==> src/design/chp_pkg.sv <==
// types, constants and helpers shared by the rtmp chunk header parser
package chp_pkg;

   localparam int unsigned BYTE_W    = 8;
   localparam int unsigned CHAN_W    = 6;
   localparam int unsigned TS_W      = 24;
   localparam int unsigned LEN_W     = 24;
   localparam int unsigned TYPE_W    = 8;
   localparam int unsigned STREAM_W  = 32;
   localparam int unsigned FORM_W    = 2;
   localparam int unsigned POS_W     = 4;

   localparam logic [FORM_W-1:0] FORM_FULL  = 2'd0;
   localparam logic [FORM_W-1:0] FORM_NO_ID = 2'd1;
   localparam logic [FORM_W-1:0] FORM_TS    = 2'd2;
   localparam logic [FORM_W-1:0] FORM_NONE  = 2'd3;

   localparam logic [POS_W-1:0] LEN_FULL  = 4'd12;
   localparam logic [POS_W-1:0] LEN_NO_ID = 4'd8;
   localparam logic [POS_W-1:0] LEN_TS    = 4'd4;
   localparam logic [POS_W-1:0] LEN_NONE  = 4'd1;

   localparam logic [POS_W-1:0] POS_FIRST   = 4'd0;
   localparam logic [POS_W-1:0] POS_TS_LO   = 4'd1;
   localparam logic [POS_W-1:0] POS_TS_HI   = 4'd3;
   localparam logic [POS_W-1:0] POS_LEN_LO  = 4'd4;
   localparam logic [POS_W-1:0] POS_LEN_HI  = 4'd6;
   localparam logic [POS_W-1:0] POS_TYPE    = 4'd7;

   localparam logic [TYPE_W-1:0] TYPE_NULL = 8'd0;

   typedef struct packed {
      logic [CHAN_W-1:0]   chunk_chan;
      logic [TS_W-1:0]     ts_msec;
      logic [LEN_W-1:0]    msg_len;
      logic [TYPE_W-1:0]   msg_type;
      logic [STREAM_W-1:0] msg_stream;
      logic [FORM_W-1:0]   header_form;
      logic                invalid;
   } hdr_result_type;

   function automatic logic [POS_W-1:0] header_len(input logic [FORM_W-1:0] form);
      logic [POS_W-1:0] len;
      case (form)
         FORM_FULL:  len = LEN_FULL;
         FORM_NO_ID: len = LEN_NO_ID;
         FORM_TS:    len = LEN_TS;
         FORM_NONE:  len = LEN_NONE;
         default:    len = LEN_FULL;
      endcase
      return len;
   endfunction

endpackage

==> src/design/chp_intf.sv <==
// handshake channels for header bytes in and decoded headers out
interface chp_req_if;
   logic                      valid;
   logic                      ready;
   logic [chp_pkg::BYTE_W-1:0] header_byte;

   modport source (output valid, output header_byte, input ready);
   modport sink   (input valid, input header_byte, output ready);
endinterface

interface chp_rsp_if;
   logic                         valid;
   logic                         ready;
   logic [chp_pkg::CHAN_W-1:0]   chunk_chan;
   logic [chp_pkg::TS_W-1:0]     ts_msec;
   logic [chp_pkg::LEN_W-1:0]    msg_len;
   logic [chp_pkg::TYPE_W-1:0]   msg_type;
   logic [chp_pkg::STREAM_W-1:0] msg_stream;
   logic [chp_pkg::FORM_W-1:0]   header_form;
   logic                         invalid;

   modport source (output valid, output chunk_chan, output ts_msec, output msg_len,
                   output msg_type, output msg_stream, output header_form, output invalid,
                   input ready);
   modport sink   (input valid, input chunk_chan, input ts_msec, input msg_len,
                   input msg_type, input msg_stream, input header_form, input invalid,
                   output ready);
endinterface

==> src/design/chp_field_state.sv <==
// byte position counter and kept header fields, with next-field decode
module chp_field_state (
   input  logic                       clock,
   input  logic                       reset,
   input  logic                       step,
   input  logic [chp_pkg::BYTE_W-1:0] byte_in,
   output logic                       done,
   output chp_pkg::hdr_result_type    result
);
   import chp_pkg::*;

   logic [POS_W-1:0]    pos_ff,     pos_in;
   logic [FORM_W-1:0]   form_ff,    form_in;
   logic [CHAN_W-1:0]   channel_ff, channel_in;
   logic [TS_W-1:0]     ts_ff,      ts_in;
   logic [LEN_W-1:0]    len_ff,     len_in;
   logic [TYPE_W-1:0]   type_ff,    type_in;
   logic [STREAM_W-1:0] stream_ff,  stream_in;
   logic [POS_W:0]      pos_plus;

   always_comb begin
      form_in    = form_ff;
      channel_in = channel_ff;
      ts_in      = ts_ff;
      len_in     = len_ff;
      type_in    = type_ff;
      stream_in  = stream_ff;
      case (pos_ff) inside
         POS_FIRST: begin
            form_in    = byte_in[BYTE_W-1 -: FORM_W];
            channel_in = byte_in[CHAN_W-1:0];
         end
         [POS_TS_LO:POS_TS_HI]: begin
            ts_in = {ts_ff[TS_W-BYTE_W-1:0], byte_in};
         end
         [POS_LEN_LO:POS_LEN_HI]: begin
            len_in = {len_ff[LEN_W-BYTE_W-1:0], byte_in};
         end
         POS_TYPE: begin
            type_in = byte_in;
         end
         default: begin
            // little endian: earlier bytes shift down toward the lsb
            stream_in = {byte_in, stream_ff[STREAM_W-1:BYTE_W]};
         end
      endcase
   end

   assign pos_plus = {1'b0, pos_ff} + {{POS_W{1'b0}}, 1'b1};
   assign done     = pos_plus >= {1'b0, header_len(form_in)};
   assign pos_in   = done ? POS_FIRST : pos_plus[POS_W-1:0];

   always_comb begin
      result.chunk_chan  = channel_in;
      result.ts_msec     = ts_in;
      result.msg_len     = len_in;
      result.msg_type    = type_in;
      result.msg_stream  = stream_in;
      result.header_form = form_in;
      result.invalid     = (type_in == TYPE_NULL);
   end

   always_ff @(posedge clock) begin
      if (reset) begin
         pos_ff     <= POS_FIRST;
         form_ff    <= FORM_FULL;
         channel_ff <= '0;
         ts_ff      <= '0;
         len_ff     <= '0;
         type_ff    <= TYPE_NULL;
         stream_ff  <= '0;
      end else if (step) begin
         pos_ff     <= pos_in;
         form_ff    <= form_in;
         channel_ff <= channel_in;
         ts_ff      <= ts_in;
         len_ff     <= len_in;
         type_ff    <= type_in;
         stream_ff  <= stream_in;
      end
   end

endmodule

==> src/design/rtmp_chunk_header_parser.sv <==
// rtmp chunk header parser: one header byte per cycle, one item per completed header
// an accepted byte passes through the byte register and, if it completes a header, the result register before rsp_chan
// throughput: one header byte per cycle; a result item leaves on the header's last byte
// the byte register stalls only when that last byte meets a full, unaccepted result register
// reset (synchronous, active high) clears the byte position, all kept fields and both
// valid flags, so the next byte is taken as the first byte of a header
module rtmp_chunk_header_parser (
   input  logic       clock,
   input  logic       reset,
   chp_req_if.sink    req_chan,
   chp_rsp_if.source  rsp_chan
);
   import chp_pkg::*;

   logic               in_valid_ff, in_valid_in;
   logic [BYTE_W-1:0]  in_byte_ff;
   logic               rsp_valid_ff, rsp_valid_in;
   hdr_result_type     rsp_data_ff;
   hdr_result_type     result;
   logic               done;
   logic               out_free;
   logic               step;

   assign out_free       = !rsp_valid_ff || rsp_chan.ready;
   assign step           = in_valid_ff && (!done || out_free);
   assign req_chan.ready = !in_valid_ff || step;
   assign in_valid_in    = req_chan.valid || (in_valid_ff && !step);
   assign rsp_valid_in   = (step && done) || (rsp_valid_ff && !rsp_chan.ready);

   chp_field_state u_fields (
      .clock   (clock),
      .reset   (reset),
      .step    (step),
      .byte_in (in_byte_ff),
      .done    (done),
      .result  (result)
   );

   always_ff @(posedge clock) begin
      if (reset) begin
         in_valid_ff  <= 1'b0;
         rsp_valid_ff <= 1'b0;
      end else begin
         in_valid_ff  <= in_valid_in;
         rsp_valid_ff <= rsp_valid_in;
      end
   end

   always_ff @(posedge clock) begin
      if (req_chan.ready) begin
         in_byte_ff <= req_chan.header_byte;
      end
      if (step && done) begin
         rsp_data_ff <= result;
      end
   end

   assign rsp_chan.valid       = rsp_valid_ff;
   assign rsp_chan.chunk_chan  = rsp_data_ff.chunk_chan;
   assign rsp_chan.ts_msec     = rsp_data_ff.ts_msec;
   assign rsp_chan.msg_len     = rsp_data_ff.msg_len;
   assign rsp_chan.msg_type    = rsp_data_ff.msg_type;
   assign rsp_chan.msg_stream  = rsp_data_ff.msg_stream;
   assign rsp_chan.header_form = rsp_data_ff.header_form;
   assign rsp_chan.invalid     = rsp_data_ff.invalid;

endmodule

==> src/flat_wrapper.sv <==
// flat-port wrapper written by rule: the top's interface ports become plain ports
module rtmp_chunk_header_parser_flat import chp_pkg::*;
  (clock, reset, req_chan_valid, req_chan_header_byte, req_chan_ready, rsp_chan_valid, rsp_chan_chunk_chan, rsp_chan_ts_msec, rsp_chan_msg_len, rsp_chan_msg_type, rsp_chan_msg_stream, rsp_chan_header_form, rsp_chan_invalid, rsp_chan_ready);
  chp_req_if req_chan_i ();
  chp_rsp_if rsp_chan_i ();
  input  logic clock;
  input  logic reset;
  input wire logic [$bits(req_chan_i.valid)-1:0] req_chan_valid;
  input wire logic [$bits(req_chan_i.header_byte)-1:0] req_chan_header_byte;
  output wire logic [$bits(req_chan_i.ready)-1:0] req_chan_ready;
  output wire logic [$bits(rsp_chan_i.valid)-1:0] rsp_chan_valid;
  output wire logic [$bits(rsp_chan_i.chunk_chan)-1:0] rsp_chan_chunk_chan;
  output wire logic [$bits(rsp_chan_i.ts_msec)-1:0] rsp_chan_ts_msec;
  output wire logic [$bits(rsp_chan_i.msg_len)-1:0] rsp_chan_msg_len;
  output wire logic [$bits(rsp_chan_i.msg_type)-1:0] rsp_chan_msg_type;
  output wire logic [$bits(rsp_chan_i.msg_stream)-1:0] rsp_chan_msg_stream;
  output wire logic [$bits(rsp_chan_i.header_form)-1:0] rsp_chan_header_form;
  output wire logic [$bits(rsp_chan_i.invalid)-1:0] rsp_chan_invalid;
  input wire logic [$bits(rsp_chan_i.ready)-1:0] rsp_chan_ready;
  assign req_chan_i.valid = req_chan_valid;
  assign req_chan_i.header_byte = req_chan_header_byte;
  assign req_chan_ready = req_chan_i.ready;
  assign rsp_chan_valid = rsp_chan_i.valid;
  assign rsp_chan_chunk_chan = rsp_chan_i.chunk_chan;
  assign rsp_chan_ts_msec = rsp_chan_i.ts_msec;
  assign rsp_chan_msg_len = rsp_chan_i.msg_len;
  assign rsp_chan_msg_type = rsp_chan_i.msg_type;
  assign rsp_chan_msg_stream = rsp_chan_i.msg_stream;
  assign rsp_chan_header_form = rsp_chan_i.header_form;
  assign rsp_chan_invalid = rsp_chan_i.invalid;
  assign rsp_chan_i.ready = rsp_chan_ready;
  rtmp_chunk_header_parser u_core (.clock(clock), .reset(reset), .req_chan(req_chan_i), .rsp_chan(rsp_chan_i));
endmodule
==> config.mk <==
export PLATFORM = sky130hd
export DESIGN_NAME = rtmp_chunk_header_parser_flat
export DESIGN_NICKNAME = d
export VERILOG_FILES = /design/src/design/chp_pkg.sv /design/src/design/chp_intf.sv /design/src/design/chp_field_state.sv /design/src/design/rtmp_chunk_header_parser.sv /design/src/flat_wrapper.sv
export SDC_FILE = /design/constraint.sdc
export NUM_CORES = 1
export LEC_CHECK = 0
export BUFFER_PORTS_ARGS = -buffer_cell sky130_fd_sc_hd__buf_2
export CAP_MARGIN = 20
export CORE_AREA = 4 4 143 145
export DETAILED_ROUTE_END_ITERATION = 8
export DIE_AREA = 0 0 147 149
export PLACE_DENSITY_LB_ADDON = 0.05
export SLEW_MARGIN = 5
export SYNTH_ARGS = -nofsm -noshare
export SYNTH_HDL_FRONTEND = slang
export SYNTH_SLANG_ARGS = --single-unit
==> constraint.sdc <==
create_clock -name clock -period 18.9 [get_ports clock]
set_input_delay 1.89 -clock clock [delete_from_list [all_inputs] [get_ports clock]]
set_output_delay 1.89 -clock clock [all_outputs]
set_load 0.005 [all_outputs]
# Word-level counts from Yosys, hierarchy flattened
# Cells that the tools add are included.
[totals]
out_inout_bits = 99
in_bits = 12
register_bits = 207
[classes]
n_mux = 17
add_sub_neg = 1
magnitude_cmp = 5
n_eq_ne = 4
reduce_logical = 19
[op_table]
columns = ["operator", "n"]
rows = [
  ["$mux 32", 4],
  ["$mux 24", 5],
  ["$mux 8", 4],
  ["$pmux 4 s4", 1],
  ["$logic_not 8->1", 1],
  ["$logic_and 1x1->1", 6],
  ["$mux 6", 1],
  ["$add 4x1->5 const B", 1],
  ["$ge 5x4->1", 1],
  ["$logic_not 1->1", 5],
  ["$logic_or 1x1->1", 5],
  ["$eq 2x2->1 const B", 2],
  ["$eq 4x3->1 const B", 1],
  ["$ge 4x1->1 const B", 1],
  ["$ge 4x3->1 const B", 1],
  ["$le 4x2->1 const B", 1],
  ["$le 4x3->1 const B", 1],
  ["$logic_not 4->1", 1],
  ["$mux 4", 1],
  ["$eq 2x1->1 const B", 1],
  ["$logic_not 2->1", 1],
  ["$mux 2", 1],
]

# Longest topological paths before layout
[logic_depth]
ltp_word = 11
depth_mapped = 13
mapped_depth_nobuf = 10

# Modules after synthesis
# Synthesis repeated with hierarchy kept, for this count alone.
[hier_totals]
cells_unflattened = 617
area_unflattened_um2 = 8309.2
[modules_own_cells]
columns = ["mod", "n_inst", "area_per_inst_um2", "cells_each"]
rows = [
  ["chp_field_state", 1, 5047.3, 501],
  ["rtmp_chunk_header_parser", 1, 3261.9, 116],
]

# Worst setup path after synthesis
# OpenSTA, ideal clock, no wires.
[synth_path]
path_type = "reg2reg"
startpoint = "reg u_core.u_fields.pos_ff[0]"
endpoint = "reg u_core.rsp_data_ff, in the netlist u_core.rsp_chan.chunk_chan[0] (enable)"
required_time_ns = 18.344
slack_ns = 11.808
path_stages_with_launch = 13
period_less_slack_ns = 7.092
setup_ns = 0.556
t_arrival_ns = 6.536
path_cell_list = "dfxtp_1 > inv_1 > ha_1 > and2_1 > clkbuf_1 > mux2_2 > and2_1 > ha_1 > nor4b_2 > o21a_1 > buf_2 > buf_1 > nor2_1"
[synth_lines]
columns = ["element", "line_no", "source"]
rows = [
  ["start: declaration", "chp_field_state.sv:12", "logic [POS_W-1:0] pos_ff, pos_in;"],
  ["start signal: assignment", "chp_field_state.sv:73", "pos_ff <= pos_in;"],
  ["end signal: assignment", "rtmp_chunk_header_parser.sv:54", "rsp_data_ff <= result;"],
  ["end: declaration", "rtmp_chunk_header_parser.sv:18", "hdr_result_type rsp_data_ff;"],
]

==> impl_metrics.py <==
metrics = {
    "synth": {
        "synth_most_common_cell": "edfxtp_1",
        "synth_warnings": 0,
        "syn_area_mm2": 0.00854,
        "synthFlopType": "edfxtp_1",
        "synth_largest_area_cell": "edfxtp_1",
        "synth_top_cells_by_area": "edfxtp_1 37%, dfxtp_1 24%, mux2_2 12%, mux2i_1 6.7%, o311a_1 4.7%",
        "synthCells": 620,
        "seq_area_frac_synth_pct": 60.9,
        "synth_nets": 640,
        "ys_seq_elements": 207,
        "ys_types": 41,
        "synth_edf_count": 105,
        "synth.top_cells.by_count": "105 x edfxtp_1, 102 x dfxtp_1, 94 x mux2_2, 66 x nand2_1, 57 x mux2i_1",
        "synth_top_area_share_pct": 36.9,
        "synth.avg_cell_area_um2": 13.8,
        "async_flop_share_pct": 0,
    },
    "global_routing": {
        "grt.total_usage_pct": 16.9,
        "grt_max_degree": 77,
        "grt_pass1_vias": 5511,
        "overflow": 0,
        "antenna_found_initial": 0,
        "grt_pass1_wl_um": 30000,
    },
    "floorplanning": {
        "core_mm2": 0.0192,
        "die_w_um": 147,
        "dieArea_mm2": 0.0219,
        "die_height_um": 149,
        "num_rows": 51,
        "start_util_pct": 44.4,
        "io-pin-count": 111,
    },
    "route": {
        "drt_first_pass_iters": 5,
        "vias_per_cell": 5.38,
        "route.detailed.drc": 0,
        "drt_iter0_markers": 396,
        "antenna_left": 0,
        "via_count": 5360,
        "wl_um": 18800,
        "routedWlPerCell_um": 18.9,
    },
    "critical_path": {
        "path_class": "flop to primary output",
        "reg2reg_from": "u_core.u_fields.pos_ff[0]",
        "reg2reg_slack_ps": 15080,
        "startpoint": "u_core.u_fields.pos_ff[0]",
        "worstRegToRegCells": 11,
        "endpoint_kind": "primary output",
        "timing.rr.end": "u_core.u_fields.type_ff[4]",
        "path_max_fanout": 10,
        "required_ps": 17010,
        "startpoint_type": "flop",
        "crit_end": "req_chan_ready",
        "critPathArrivalTime_ps": 3790,
    },
    "clock_network": {
        "h-tree-depth": 1,
        "cts_tree": "built",
        "ctsHoldBuffers": 0,
        "cts.path.max_buffers": 3,
        "clkLatencyLatePin_ps": 490,
        "postCtsSetupRepairBufs": 0,
        "clkSlewWorstSetupHoldPaths_ps": 50,
        "root_buffer": "clkbuf_16",
        "cts_made_buffers": 23,
        "cts-resized-gates": 0,
        "cts_sinks": 207,
    },
    "layout": {
        "fillers": 1647,
        "nets": 736,
        "diodes": 0,
        "drive_gt1_share_pct": 34.7,
        "syn2layout_area_growth_pct": 16.7,
        "multi_input_area_mm2": 0.00310,
        "register_area_mm2": 0.00519,
    },
    "power": {
        "finalPower_mw": 0.965,
        "p_per_area_mw_per_mm2": 96.8,
        "ir_drop_uv": 65.7,
        "leakage_nw": 4.20,
    },
    "placed_design": {
        "routabilityCongestion": 0.827,
        "dpl.hpwl_um": 11600,
        "portBuffers": 110,
        "dp_worst_setup_slack_ps": 13720,
    },
    "timing": {
        "setup_violations": 0,
        "slew_viol_final": 0,
        "worstMarginPinSlew_ps": 959,
        "hold_viol": 0,
        "rsz0062_at_grt": "false",
        "post-route-period-util_pct": 30.0,
        "fin_skew_ps": 7.41,
        "fin_crit_ps": 5680,
        "worst_slack_ps": 13220,
        "fin_tns_setup_ps": 0,
        "relSlewSlack_pct": 36.0,
        "max_freq_ghz": 0.176,
    },
    "worst_hold_path": {
        "hold_path.class": "flop to flop",
        "min-delay-start": "u_core.u_fields.ts_ff[19]",
    },
    "status": {
        "status": "complete, no violations",
    },
    "flow_run": {
        "drv_cap": 0,
    },
}
## worst max-delay path: stages (launching register included)
cell	delay (ps)
dfxtp_1	370
inv_1	150
ha_1	210
and2_1	390
mux2_2	430
and2_1	170
ha_1	290
nor4b_2	60
o21ai_1	500
nand3_1	470
buf_2	270
## flip-flops by register name, summed over array words and instances (netlist names)
register and count:
u_core.rsp_chan.invalid 1, u_core.in_byte_ff 8, u_core.rsp_chan.ts_msec 24, u_core.u_fields.stream_ff 32
u_core.rsp_chan.chunk_chan 6, u_core.u_fields.ts_ff 24, u_core.rsp_chan.msg_stream 32, u_core.u_fields.len_ff 24
u_core.rsp_chan.msg_type 8, u_core.rsp_chan.msg_len 24, u_core.u_fields.channel_ff 6, u_core.u_fields.form_ff 2
u_core.rsp_chan.header_form 2, u_core.u_fields.pos_ff 4, u_core.u_fields.type_ff 8, u_core.in_valid_ff 1
u_core.rsp_chan.valid 1
## routing by layer
metal  vias to the layer above  share of wire, %  track usage, %
met3                        19               4.7            3.22
met1                      2641                46            22.4
met4                         0               1.6            4.85
met5                         -                 0               0
li1                       2576                 -               -
met2                       124                48            28.6
## cells by family after synthesis
family / after synthesis / share of synthesized area [%]
DFF: 207 / 60.9
AOI/OAI and AO/OA: 102 / 10.6
buffers and inverters: 57 / 3.11
xor gates and xnor gates: 2 / 0.205
adders and majority gates: 8 / 1.17
muxes: 151 / 19.1
and+or+nand+nor: 93 / 4.97
## layout by cell type, fill, tap and decap left out, types with 23 or more instances in the layout
cell and n:
a211o_1 40, buf_2 110, clkbuf_16 23, dfxtp_1 102, edfxtp_1 105, mux2_2 94, mux2i_1 57, nand2_1 66
o311a_1 40
## layout make-up
type	count	share of cell area (%)
Timing Repair Buffer	122	6.43
Sequential cell	207	52.1
Tap cell	265	3.33
Clock inverter	4	0.201
Clock buffer	37	6.51
Multi-Input combinational cell	356	31.2
Inverter	6	0.226
## stage by stage
| stage | area, um2 | cells | util, % | hold slack, ps |
|---|---|---|---|---|
| floorplan | 8540 | 620 | - | 431 |
| global placement | 9290 | 956 | 48.4 | 441 |
| detailed placement | 9290 | 956 | 48.4 | 449 |
| CTS | 9960 | 997 | 51.9 | 457 |
| global route | 9960 | 997 | 51.9 | 489 |
| finish | 9960 | 997 | 51.9 | 453 |
## how the worst min path moves through the flow
stage                                     end  slack (ps)  depth (start not counted)
CTS                 u_core.u_fields.ts_ff[19]         460                          2
detailed placement  u_core.u_fields.ts_ff[19]         450                          2
global placement    u_core.u_fields.ts_ff[21]         440                          2
global route        u_core.u_fields.ts_ff[19]         490                          2
floorplan           u_core.u_fields.ts_ff[16]         430                          2
finish              u_core.u_fields.ts_ff[19]         450                          2
## power breakdown
group	internal, mW	leakage (nW)	switching [mW]	total (mW)
Combinational	0.0322	2.06	0.0378	0.0700
Clock	0.233	0.319	0.163	0.397
Sequential	0.488	1.82	0.0102	0.498
Total	0.753	4.20	0.211	0.965
No activity file was read; power rests on OpenSTA's default activity.
